## src/hdl/tjrc_pkg.sv

```systemverilog
// ----------------------------------------------------------------------------
// tjrc_pkg
// Shared types and constants for the touch joystick radial clamp: event
// codes, actuator format and fixed-point scaling of the length and quotients.
// ----------------------------------------------------------------------------
package tjrc_pkg;

    // touch event codes
    typedef enum logic [1:0] {
        OP_PRESS   = 2'd0,
        OP_MOVE    = 2'd1,
        OP_RELEASE = 2'd2
    } t_op;

    // actuator format: signed Q1.15, magnitude saturates at Q_MAX
    localparam int ACT_BITS = 16;
    localparam int Q_BITS   = 15;
    localparam logic [Q_BITS-1:0] Q_MAX = 15'h7fff;

    // stick radius register
    localparam int RADIUS_BITS = 12;
    localparam logic [RADIUS_BITS-1:0] RADIUS_RESET = 12'd128;

    // quotient scaling: offset << 15 inside, offset << 23 against the length
    localparam int ACT_FRAC_BITS = 15;
    localparam int LEN_FRAC_BITS = 8;
    localparam int NUM_SHIFT     = ACT_FRAC_BITS + LEN_FRAC_BITS;

    // the squared distance is scaled by 2^16 so the root carries 8 fraction bits
    localparam int RAD_SHIFT = 2 * LEN_FRAC_BITS;

endpackage

```

## src/hdl/tjrc_sqrt.sv

```systemverilog
// ----------------------------------------------------------------------------
// tjrc_sqrt
// Bit-serial integer square root. Two radicand bits enter the partial
// remainder each cycle and one root bit is decided per cycle.
// ----------------------------------------------------------------------------
module tjrc_sqrt #(
    parameter int RAD_BITS = 42
) (
    input  logic                  i_clk,
    input  logic                  i_rst_n,
    input  logic                  i_start,
    input  logic [RAD_BITS-1:0]   i_radicand,
    output logic                  o_done,
    output logic [RAD_BITS/2-1:0] o_root
);
    localparam int ROOT_BITS = RAD_BITS / 2;
    localparam int REM_BITS  = ROOT_BITS + 3;
    localparam int CNT_BITS  = $clog2(ROOT_BITS + 1);

    logic [RAD_BITS-1:0]  r_rad;
    logic [REM_BITS-1:0]  r_rem;
    logic [ROOT_BITS-1:0] r_root;
    logic [CNT_BITS-1:0]  r_cnt;
    logic                 r_busy;
    logic                 r_done;

    logic [REM_BITS+1:0]  n_rem_sh;
    logic [REM_BITS+1:0]  w_trial;
    logic                 w_ge;

    // one root digit: bring down a bit pair and try root*4+1
    always_comb begin
        n_rem_sh = {r_rem, r_rad[RAD_BITS-1:RAD_BITS-2]};
        w_trial  = (REM_BITS+2)'({r_root, 2'b01});
        w_ge     = (n_rem_sh >= w_trial);
    end

    // iteration control and datapath
    always_ff @(posedge i_clk) begin
        if (!i_rst_n) begin
            r_busy <= 1'b0;
            r_done <= 1'b0;
            r_cnt  <= '0;
        end else begin
            r_done <= 1'b0;
            if (i_start) begin
                r_rad  <= i_radicand;
                r_rem  <= '0;
                r_root <= '0;
                r_cnt  <= CNT_BITS'(ROOT_BITS);
                r_busy <= 1'b1;
            end else if (r_busy) begin
                r_rad  <= {r_rad[RAD_BITS-3:0], 2'b00};
                r_rem  <= w_ge ? REM_BITS'(n_rem_sh - w_trial) : REM_BITS'(n_rem_sh);
                r_root <= {r_root[ROOT_BITS-2:0], w_ge};
                r_cnt  <= r_cnt - 1'b1;
                if (r_cnt == CNT_BITS'(1)) begin
                    r_busy <= 1'b0;
                    r_done <= 1'b1;
                end
            end
        end
    end

    assign o_done = r_done;
    assign o_root = r_root;

endmodule

```

## src/hdl/tjrc_div.sv

```systemverilog
// ----------------------------------------------------------------------------
// tjrc_div
// Bit-serial restoring divider with a saturating quotient. The numerator is
// loaded left-aligned and shifted in one bit per cycle until i_steps bits are used.
// ----------------------------------------------------------------------------
module tjrc_div #(
    parameter int NUM_BITS = 35,
    parameter int DEN_BITS = 21
) (
    input  logic                              i_clk,
    input  logic                              i_rst_n,
    input  logic                              i_start,
    input  logic [NUM_BITS-1:0]               i_num,
    input  logic [$clog2(NUM_BITS+1)-1:0]     i_steps,
    input  logic [DEN_BITS-1:0]               i_den,
    output logic                              o_done,
    output logic [tjrc_pkg::Q_BITS-1:0]       o_quot
);
    import tjrc_pkg::*;

    localparam int CNT_BITS = $clog2(NUM_BITS + 1);

    logic [NUM_BITS-1:0] r_num;
    logic [DEN_BITS-1:0] r_den;
    logic [DEN_BITS-1:0] r_rem;
    logic [Q_BITS-1:0]   r_q;
    logic                r_ovf;
    logic [CNT_BITS-1:0] r_cnt;
    logic                r_busy;
    logic                r_done;

    logic [DEN_BITS:0]   n_rem_sh;
    logic                w_ge;

    // one quotient bit per cycle
    always_comb begin
        n_rem_sh = {r_rem, r_num[NUM_BITS-1]};
        w_ge     = (n_rem_sh >= {1'b0, r_den});
    end

    // iteration control and datapath
    always_ff @(posedge i_clk) begin
        if (!i_rst_n) begin
            r_busy <= 1'b0;
            r_done <= 1'b0;
            r_cnt  <= '0;
        end else begin
            r_done <= 1'b0;
            if (i_start) begin
                r_num  <= i_num;
                r_den  <= i_den;
                r_rem  <= '0;
                r_q    <= '0;
                r_ovf  <= 1'b0;
                r_cnt  <= i_steps;
                r_busy <= 1'b1;
            end else if (r_busy) begin
                r_num <= {r_num[NUM_BITS-2:0], 1'b0};
                r_rem <= w_ge ? DEN_BITS'(n_rem_sh - {1'b0, r_den}) : DEN_BITS'(n_rem_sh);
                r_q   <= {r_q[Q_BITS-2:0], w_ge};
                // a set bit leaving the top means the quotient exceeds Q_MAX
                r_ovf <= r_ovf | r_q[Q_BITS-1];
                r_cnt <= r_cnt - 1'b1;
                if (r_cnt == CNT_BITS'(1)) begin
                    r_busy <= 1'b0;
                    r_done <= 1'b1;
                end
            end
        end
    end

    assign o_done = r_done;
    assign o_quot = r_ovf ? Q_MAX : r_q;

endmodule

```

## src/hdl/touch_joystick_radial_clamp.sv

```systemverilog
// ----------------------------------------------------------------------------
// touch_joystick_radial_clamp
// Virtual thumb stick: press latches the center, move turns the offset into
// a Q1.15 actuator vector clamped to unit length, release zeroes it.
//
//   channel | direction | handshake                  | payload
//   --------+-----------+----------------------------+---------------------------
//   in      | to block  | i_in_valid / o_in_stall    | i_op, i_touch_x, i_touch_y
//   out     | from block| o_out_valid / i_out_stall  | o_stick_x, o_stick_y, o_held
//   cfg     | to block  | i_cfg_we                   | i_cfg_wdata (outer radius)
//
// One transaction at a time. Press, release and ignored events pass straight to
// the done state. A move inside the radius is bounded by the serial divider;
// outside it, by the serial square root and then the divider.
// The result sits in an output register, so the next input transaction is
// taken while the previous result is still stalled.
// Synchronous active-low reset clears the state and sets the radius to 128.
// ----------------------------------------------------------------------------
module touch_joystick_radial_clamp #(
    parameter int COORD_BITS = 12
) (
    input  logic                                   i_clk,
    input  logic                                   i_rst_n,
    input  logic                                   i_in_valid,
    output logic                                   o_in_stall,
    input  logic [1:0]                             i_op,
    input  logic [COORD_BITS-1:0]                  i_touch_x,
    input  logic [COORD_BITS-1:0]                  i_touch_y,
    output logic                                   o_out_valid,
    input  logic                                   i_out_stall,
    output logic signed [tjrc_pkg::ACT_BITS-1:0]   o_stick_x,
    output logic signed [tjrc_pkg::ACT_BITS-1:0]   o_stick_y,
    output logic                                   o_held,
    input  logic                                   i_cfg_we,
    input  logic [tjrc_pkg::RADIUS_BITS-1:0]       i_cfg_wdata
);
    import tjrc_pkg::*;

    localparam int SQ_BITS   = 2 * COORD_BITS;
    localparam int D2_BITS   = 2 * COORD_BITS + 1;
    localparam int RR_BITS   = 2 * RADIUS_BITS;
    localparam int CMP_BITS  = (D2_BITS > RR_BITS) ? D2_BITS : RR_BITS;
    localparam int RAD_BITS  = 2 * COORD_BITS + 18;
    localparam int ROOT_BITS = RAD_BITS / 2;
    localparam int NUM_BITS  = COORD_BITS + NUM_SHIFT;
    localparam int STEP_BITS = $clog2(NUM_BITS + 1);

    typedef enum logic [6:0] {
        S_IDLE   = 7'b0000001,
        S_SQUARE = 7'b0000010,
        S_SUM    = 7'b0000100,
        S_CMP    = 7'b0001000,
        S_SQRT   = 7'b0010000,
        S_DIV    = 7'b0100000,
        S_DONE   = 7'b1000000
    } t_state;

    t_state                      r_state;
    logic [RADIUS_BITS-1:0]      r_radius;
    logic                        r_pressed;
    logic [COORD_BITS-1:0]       r_center_x;
    logic [COORD_BITS-1:0]       r_center_y;
    logic signed [ACT_BITS-1:0]  r_act_x;
    logic signed [ACT_BITS-1:0]  r_act_y;
    logic [COORD_BITS-1:0]       r_ax;
    logic [COORD_BITS-1:0]       r_ay;
    logic                        r_neg_x;
    logic                        r_neg_y;
    logic [SQ_BITS-1:0]          r_sqx;
    logic [SQ_BITS-1:0]          r_sqy;
    logic [RR_BITS-1:0]          r_rr;
    logic [D2_BITS-1:0]          r_d2;
    logic                        r_out_valid;
    logic signed [ACT_BITS-1:0]  r_out_x;
    logic signed [ACT_BITS-1:0]  r_out_y;
    logic                        r_out_held;

    logic [COORD_BITS:0]         n_dx;
    logic [COORD_BITS:0]         n_dy;
    logic [COORD_BITS:0]         n_mx;
    logic [COORD_BITS:0]         n_my;
    logic [RADIUS_BITS-1:0]      n_reff;
    logic                        w_inside;
    logic                        w_sqrt_start;
    logic                        w_sqrt_done;
    logic [ROOT_BITS-1:0]        w_root;
    logic                        w_div_start;
    logic                        w_div_done_x;
    logic                        w_div_done_y;
    logic [ROOT_BITS-1:0]        w_den;
    logic [STEP_BITS-1:0]        w_steps;
    logic [Q_BITS-1:0]           w_qx;
    logic [Q_BITS-1:0]           w_qy;
    logic signed [ACT_BITS-1:0]  n_act_x;
    logic signed [ACT_BITS-1:0]  n_act_y;
    logic                        w_out_load;

    // offset from the center as sign and magnitude
    always_comb begin
        n_dx = {1'b0, i_touch_x} - {1'b0, r_center_x};
        n_dy = {1'b0, i_touch_y} - {1'b0, r_center_y};
        n_mx = n_dx[COORD_BITS] ? -n_dx : n_dx;
        n_my = n_dy[COORD_BITS] ? -n_dy : n_dy;
    end

    // a zero radius behaves as one pixel
    assign n_reff   = (r_radius == '0) ? RADIUS_BITS'(1) : r_radius;
    assign w_inside = (CMP_BITS'(r_d2) <= CMP_BITS'(r_rr));

    // unit launches
    assign w_sqrt_start = (r_state == S_CMP) && !w_inside;
    assign w_div_start  = ((r_state == S_CMP) && w_inside) ||
                          ((r_state == S_SQRT) && w_sqrt_done);
    assign w_den        = (r_state == S_CMP) ? ROOT_BITS'(n_reff) : w_root;
    assign w_steps      = (r_state == S_CMP) ? STEP_BITS'(COORD_BITS + ACT_FRAC_BITS)
                                             : STEP_BITS'(NUM_BITS);

    // output register takes the result when empty or being drained
    assign w_out_load = (r_state == S_DONE) && (!r_out_valid || !i_out_stall);

    // apply the offset sign to the saturated quotients
    always_comb begin
        n_act_x = r_neg_x ? -$signed({1'b0, w_qx}) : $signed({1'b0, w_qx});
        n_act_y = r_neg_y ? -$signed({1'b0, w_qy}) : $signed({1'b0, w_qy});
    end

    tjrc_sqrt #(
        .RAD_BITS (RAD_BITS)
    ) u_sqrt (
        .i_clk      (i_clk),
        .i_rst_n    (i_rst_n),
        .i_start    (w_sqrt_start),
        .i_radicand (RAD_BITS'({r_d2, {RAD_SHIFT{1'b0}}})),
        .o_done     (w_sqrt_done),
        .o_root     (w_root)
    );

    tjrc_div #(
        .NUM_BITS (NUM_BITS),
        .DEN_BITS (ROOT_BITS)
    ) u_div_x (
        .i_clk   (i_clk),
        .i_rst_n (i_rst_n),
        .i_start (w_div_start),
        .i_num   ({r_ax, {NUM_SHIFT{1'b0}}}),
        .i_steps (w_steps),
        .i_den   (w_den),
        .o_done  (w_div_done_x),
        .o_quot  (w_qx)
    );

    tjrc_div #(
        .NUM_BITS (NUM_BITS),
        .DEN_BITS (ROOT_BITS)
    ) u_div_y (
        .i_clk   (i_clk),
        .i_rst_n (i_rst_n),
        .i_start (w_div_start),
        .i_num   ({r_ay, {NUM_SHIFT{1'b0}}}),
        .i_steps (w_steps),
        .i_den   (w_den),
        .o_done  (w_div_done_y),
        .o_quot  (w_qy)
    );

    // sequencer, stick state and output register
    always_ff @(posedge i_clk) begin
        if (!i_rst_n) begin
            r_state     <= S_IDLE;
            r_radius    <= RADIUS_RESET;
            r_pressed   <= 1'b0;
            r_center_x  <= '0;
            r_center_y  <= '0;
            r_act_x     <= '0;
            r_act_y     <= '0;
            r_out_valid <= 1'b0;
        end else begin
            if (i_cfg_we) begin
                r_radius <= i_cfg_wdata;
            end
            if (w_out_load) begin
                r_out_valid <= 1'b1;
            end else if (!i_out_stall) begin
                r_out_valid <= 1'b0;
            end
            unique case (r_state)
                S_IDLE: begin
                    if (i_in_valid) begin
                        r_ax    <= n_mx[COORD_BITS-1:0];
                        r_ay    <= n_my[COORD_BITS-1:0];
                        r_neg_x <= n_dx[COORD_BITS];
                        r_neg_y <= n_dy[COORD_BITS];
                        case (i_op)
                            OP_PRESS: begin
                                if (!r_pressed) begin
                                    r_pressed  <= 1'b1;
                                    r_center_x <= i_touch_x;
                                    r_center_y <= i_touch_y;
                                end
                            end
                            OP_RELEASE: begin
                                r_pressed <= 1'b0;
                                r_act_x   <= '0;
                                r_act_y   <= '0;
                            end
                            default: ;
                        endcase
                        r_state <= ((i_op == OP_MOVE) && r_pressed) ? S_SQUARE : S_DONE;
                    end
                end
                S_SQUARE: begin
                    r_sqx   <= r_ax * r_ax;
                    r_sqy   <= r_ay * r_ay;
                    r_rr    <= n_reff * n_reff;
                    r_state <= S_SUM;
                end
                S_SUM: begin
                    r_d2    <= {1'b0, r_sqx} + {1'b0, r_sqy};
                    r_state <= S_CMP;
                end
                S_CMP: begin
                    r_state <= w_inside ? S_DIV : S_SQRT;
                end
                S_SQRT: begin
                    if (w_sqrt_done) begin
                        r_state <= S_DIV;
                    end
                end
                S_DIV: begin
                    if (w_div_done_x && w_div_done_y) begin
                        r_act_x <= n_act_x;
                        r_act_y <= n_act_y;
                        r_state <= S_DONE;
                    end
                end
                S_DONE: begin
                    if (w_out_load) begin
                        r_out_x    <= r_act_x;
                        r_out_y    <= r_act_y;
                        r_out_held <= r_pressed;
                        r_state    <= S_IDLE;
                    end
                end
                default: r_state <= S_IDLE;
            endcase
        end
    end

    assign o_in_stall  = (r_state != S_IDLE);
    assign o_out_valid = r_out_valid;
    assign o_stick_x   = r_out_x;
    assign o_stick_y   = r_out_y;
    assign o_held      = r_out_held;

endmodule

```

## config.mk

```make
export PLATFORM = sky130hd
export DESIGN_NAME = touch_joystick_radial_clamp
export DESIGN_NICKNAME = d
export VERILOG_FILES = /design/src/hdl/tjrc_pkg.sv /design/src/hdl/tjrc_sqrt.sv /design/src/hdl/tjrc_div.sv /design/src/hdl/touch_joystick_radial_clamp.sv
export SDC_FILE = /design/constraint.sdc
export NUM_CORES = 2
export LEC_CHECK = 0
export ABC_AREA = 1
export BUFFER_PORTS_ARGS = -buffer_cell sky130_fd_sc_hd__buf_2
export CAP_MARGIN = 20
export CELL_PAD_IN_SITES_DETAIL_PLACEMENT = 0
export CELL_PAD_IN_SITES_GLOBAL_PLACEMENT = 2
export CORE_MARGIN = 3
export CORE_UTILIZATION = 36
export CTS_BUF_LIST = sky130_fd_sc_hd__clkbuf_8 sky130_fd_sc_hd__clkbuf_16
export CTS_CLUSTER_DIAMETER = 150
export CTS_CLUSTER_SIZE = 14
export DETAILED_ROUTE_END_ITERATION = 10
export GPL_TIMING_DRIVEN = 0
export PLACE_DENSITY = 0.74
export SKIP_CTS_REPAIR_TIMING = 1
export SLEW_MARGIN = 20
export SYNTH_ARGS = -nofsm -noshare
export SYNTH_HDL_FRONTEND = slang
export SYNTH_SLANG_ARGS = --single-unit
```

## constraint.sdc

```tcl
create_clock -name i_clk -period 4.9 [get_ports i_clk]
set_input_delay 0.735 -clock i_clk [delete_from_list [all_inputs] [get_ports i_clk]]
set_output_delay 0.735 -clock i_clk [all_outputs]
set_load 0.005 [all_outputs]
```

==> results.toml <==
[grt]
grt.total_usage = 0.189
grt_max_degree = 50
grt_pass1_vias = 28763
gr-total-overflow = 0
antenna_found_initial = 3
grt_pass1_wl_mm = 159

[worst_setup_path]
cp-start-kind = "register"
r2r-end = "r_sqy[22]$_DFFE_PP_"
required_ps = 5240
r2r_start = "r_ay[2]$_DFFE_PP_"
reg2reg_depth = 19
cp_max_fo = 4
regToRegSetupSlack_ps = -100
arrival_ps = 5340
critPathKind = "reg2reg"
end_kind = "register"

[finish]
fin_cells = 6020
layout.nets = 5228
fin_util = 0.420
layout-drive-gt1-share = 0.127
design_area_um2 = 42200
fillCellCount = 10389
syn_to_final_growth_pct = 15.5

[routing]
ant_nets = 0
drc = 0
num_vias = 28525
wl_per_cell_um = 16.8
dr.pass1.iters = 5
via_per_inst = 4.74
routed_wl_mm = 101
drtIter0Drc = 1396

[clock_tree]
clk_pin_slew_ps = 100
clock_tree.buffer_depth = 3
clkSinkCount = 443
cts_tree = "yes"
clock_latency_ps = 590
cts_inserted_buffers = 37
cts-root-buf = "clkbuf_16"
htreeDepth = 2

[synthesis]
synth_ff_type = "edfxtp_1"
syn-num-nets = 5005
async_flop_share = 0
ys_ff_latch = 443
syn-cell-area_um2 = 36600
yosysUniqueCellTypes = 56
synth_cells = 4411
ys_warn_count = 0
synth_edf_count = 343
avgSynthCellArea_um2 = 8.29
synth.yosys.seq_area_share = 0.336

[die]
dieWidth_um = 325
coreArea_um2 = 100000
die_h_um = 325
pin_count = 78
row_count = 116
die-area_um2 = 105000
start_util = 0.364

[power_and_ir_drop]
p_leak_nw = 20.4
power.density_nw_per_um2 = 587
vdd_ir_drop_max_mv = 1.05

[timing]
setup_slack_ps = -95.2
tns_ps = -503
rsz0062_at_grt = "yes"
max_freq_mhz = 200
setup_viol_count_final = 11
slew_headroom = 0.283
period_needed_ps = 5000
hold_violations = 0
whs_ps = 389
post-route-period-util = 1.02
worstMarginPinSlew_ps = 1080
finClkSkew_ps = 30.0
maxSlewViolCount = 0

[placed_design]
io_buffer_count = 76
hpwl_mm = 80.2
gp_congestion = 0.825
place_inst = 5853
placed_area_um2 = 38900

[worst_hold_path]
min_from = "i_cfg_wdata[7]"
min_to = "r_radius[7]$_SDFFE_PN1P_"
hp-class = "in2reg"
hold_depth = 3

[flow_run]
cap_violations = 0

[run_status]
status = "complete, but fails checks"
violations = "setup timing"
==> power by group <==
part | leakage [nW] | total, W | internal, W | switching (W)
registers | 3.92 | 0.00471 | 0.00465 | 0.0000621
logic | 15.9 | 0.0172 | 0.00755 | 0.00963
clock network | 0.618 | 0.00289 | 0.00143 | 0.00146
==> final cells by class <==
cell class / count / area, um^2 / area share
diodes: 2 / 5.00 / 0.000119
plain buffers: 118 / 787 / 0.0186
clock buffers: 37 / 926 / 0.0219
clock inverters: 29 / 145 / 0.00344
inverters: 842 / 3170 / 0.0751
multi-input cells: 3006 / 21800 / 0.516
flip-flops and latches: 443 / 12300 / 0.292
well taps: 1357 / 1700 / 0.0402
repair buffers: 186 / 1360 / 0.0322
==> cells in the final DEF (no fill, tap or decap), types with 7 or more instances in the layout <==
cell | synthesis | layout
nand3_1 | 153 | 147
inv_2 | 8 | 37
a31oi_1 | 9 | 7
a21o_1 | 27 | 27
nand2_4 | 2 | 16
edfxtp_1 | 343 | 343
nor2_1 | 368 | 352
nand2_1 | 1000 | 958
a21oi_2 | 1 | 21
nor2_4 | 6 | 17
nor3_1 | 57 | 52
buf_2 | 25 | 105
clkbuf_16 | 0 | 37
dfxtp_1 | 100 | 89
ha_4 | 0 | 26
fa_1 | 239 | 224
fa_2 | 0 | 15
nand2_2 | 6 | 32
o21ai_2 | 5 | 18
o211ai_1 | 8 | 8
buf_4 | 12 | 109
ha_1 | 312 | 284
buf_6 | 7 | 36
a21oi_1 | 275 | 242
nand3_2 | 6 | 12
inv_1 | 831 | 825
nand3b_1 | 10 | 10
nor4_1 | 12 | 7
o21ai_1 | 22 | 26
nor2_2 | 2 | 7
a21oi_4 | 0 | 13
o21a_1 | 9 | 9
nand4_1 | 49 | 49
o21ai_0 | 185 | 162
xor2_1 | 109 | 104
clkbuf_1 | 69 | 33
xnor2_1 | 70 | 67
o21bai_1 | 18 | 17
==> metrics by stage <==
step	setup WS (ps)	power [W]
2_1_floorplan	-8.03	0.0127
3_3_place_gp	-2290	0.0157
3_5_place_dp	-1110	0.0156
4_1_cts	-1130	0.0186
5_1_grt	-306	0.0268
6_report	-95.2	0.0248
==> sequential cells by signal, indices dropped and copies added (netlist names), 15 cells and up <==
name,cells
u_sqrt.r_rad,26
r_d2,25
u_sqrt.r_rem,24
r_rr,23
r_sqx,23
r_sqy,23
u_div_x.r_rem,21
u_div_y.r_den,21
u_div_y.r_rem,21
u_sqrt.o_root,21
o_stick_x,16
o_stick_y,16
r_act_x,16
r_act_y,16
u_div_x.r_q,15
u_div_y.r_q,15
==> cells by family after synthesis <==
logic type      count (synthesis)  share of synthesized area
simple gates                 1693                      0.193
buf+inv                       962                      0.102
compound gates                581                     0.0868
fa+ha+maj                     551                      0.238
flops                         443                      0.336
xor+xnor                      179                     0.0429
mux                             2                   0.000616
==> metal layers <==
layer	part of all wire	vias to the layer above	track usage
li1	-	14514	-
met1	0.48	13633	0.262
met2	0.48	300	0.322
met3	0.024	78	0.0161
met4	0.017	0	0.0391
met5	0	-	0
==> worst max-delay path, stage by stage, from the launching register on <==
cell and delay, ps:
edfxtp_1 530, buf_4 200, buf_6 110, nand2_4 70, inv_2 40, fa_1 520, inv_1 50, fa_1 500
fa_1 590, fa_1 440, fa_1 510, inv_2 50, ha_4 340, nand2_4 80, nor2_4 120, inv_2 60
nor3_4 200, nand2_1 70, o211ai_1 190, xor2_1 90
==> synthesized netlist by cell type, drive strengths merged, types with 5 or more instances <==
| master | instances | area share |
|---|---|---|
| nor2 | 376 | 0.040 |
| o31ai | 5 | 0.0010 |
| o211ai | 8 | 0.0016 |
| nor3 | 60 | 0.0088 |
| xor2 | 109 | 0.026 |
| nand4 | 52 | 0.010 |
| xnor2 | 70 | 0.017 |
| a21o | 27 | 0.0055 |
| or2 | 7 | 0.0012 |
| dfxtp | 100 | 0.055 |
| a31oi | 9 | 0.0015 |
| nor4 | 13 | 0.0026 |
| buf | 49 | 0.0086 |
| clkbuf | 71 | 0.0074 |
| nand3b | 10 | 0.0021 |
| edfxtp | 343 | 0.28 |
| ha | 312 | 0.11 |
| and2 | 7 | 0.0012 |
| o21a | 9 | 0.0018 |
| nand2 | 1008 | 0.10 |
| fa | 239 | 0.13 |
| o21bai | 18 | 0.0037 |
| inv | 840 | 0.086 |
| nand3 | 159 | 0.023 |
| a21oi | 276 | 0.038 |
| o21ai | 212 | 0.030 |
==> worst max path at each step <==
stage / from / endpoint / slack (ps) / cells after the start
final: r_ay[2]$_DFFE_PP_ / r_sqy[22]$_DFFE_PP_ / -100 / 19
after global routing: r_radius[0]$_SDFFE_PN0P_ / r_rr[20]$_DFFE_PP_ / -310 / 22
after CTS: r_radius[7]$_SDFFE_PN1P_ / r_rr[17]$_DFFE_PP_ / -1130 / 19
after detailed placement: r_radius[7]$_SDFFE_PN1P_ / r_rr[17]$_DFFE_PP_ / -1110 / 19
after global placement: i_rst_n / r_sqx[9]$_DFFE_PP_ / -2290 / 4
after floorplan: r_radius[7]$_SDFFE_PN1P_ / r_rr[17]$_DFFE_PP_ / -8 / 19
No activity file was read; power rests on OpenSTA's default activity.
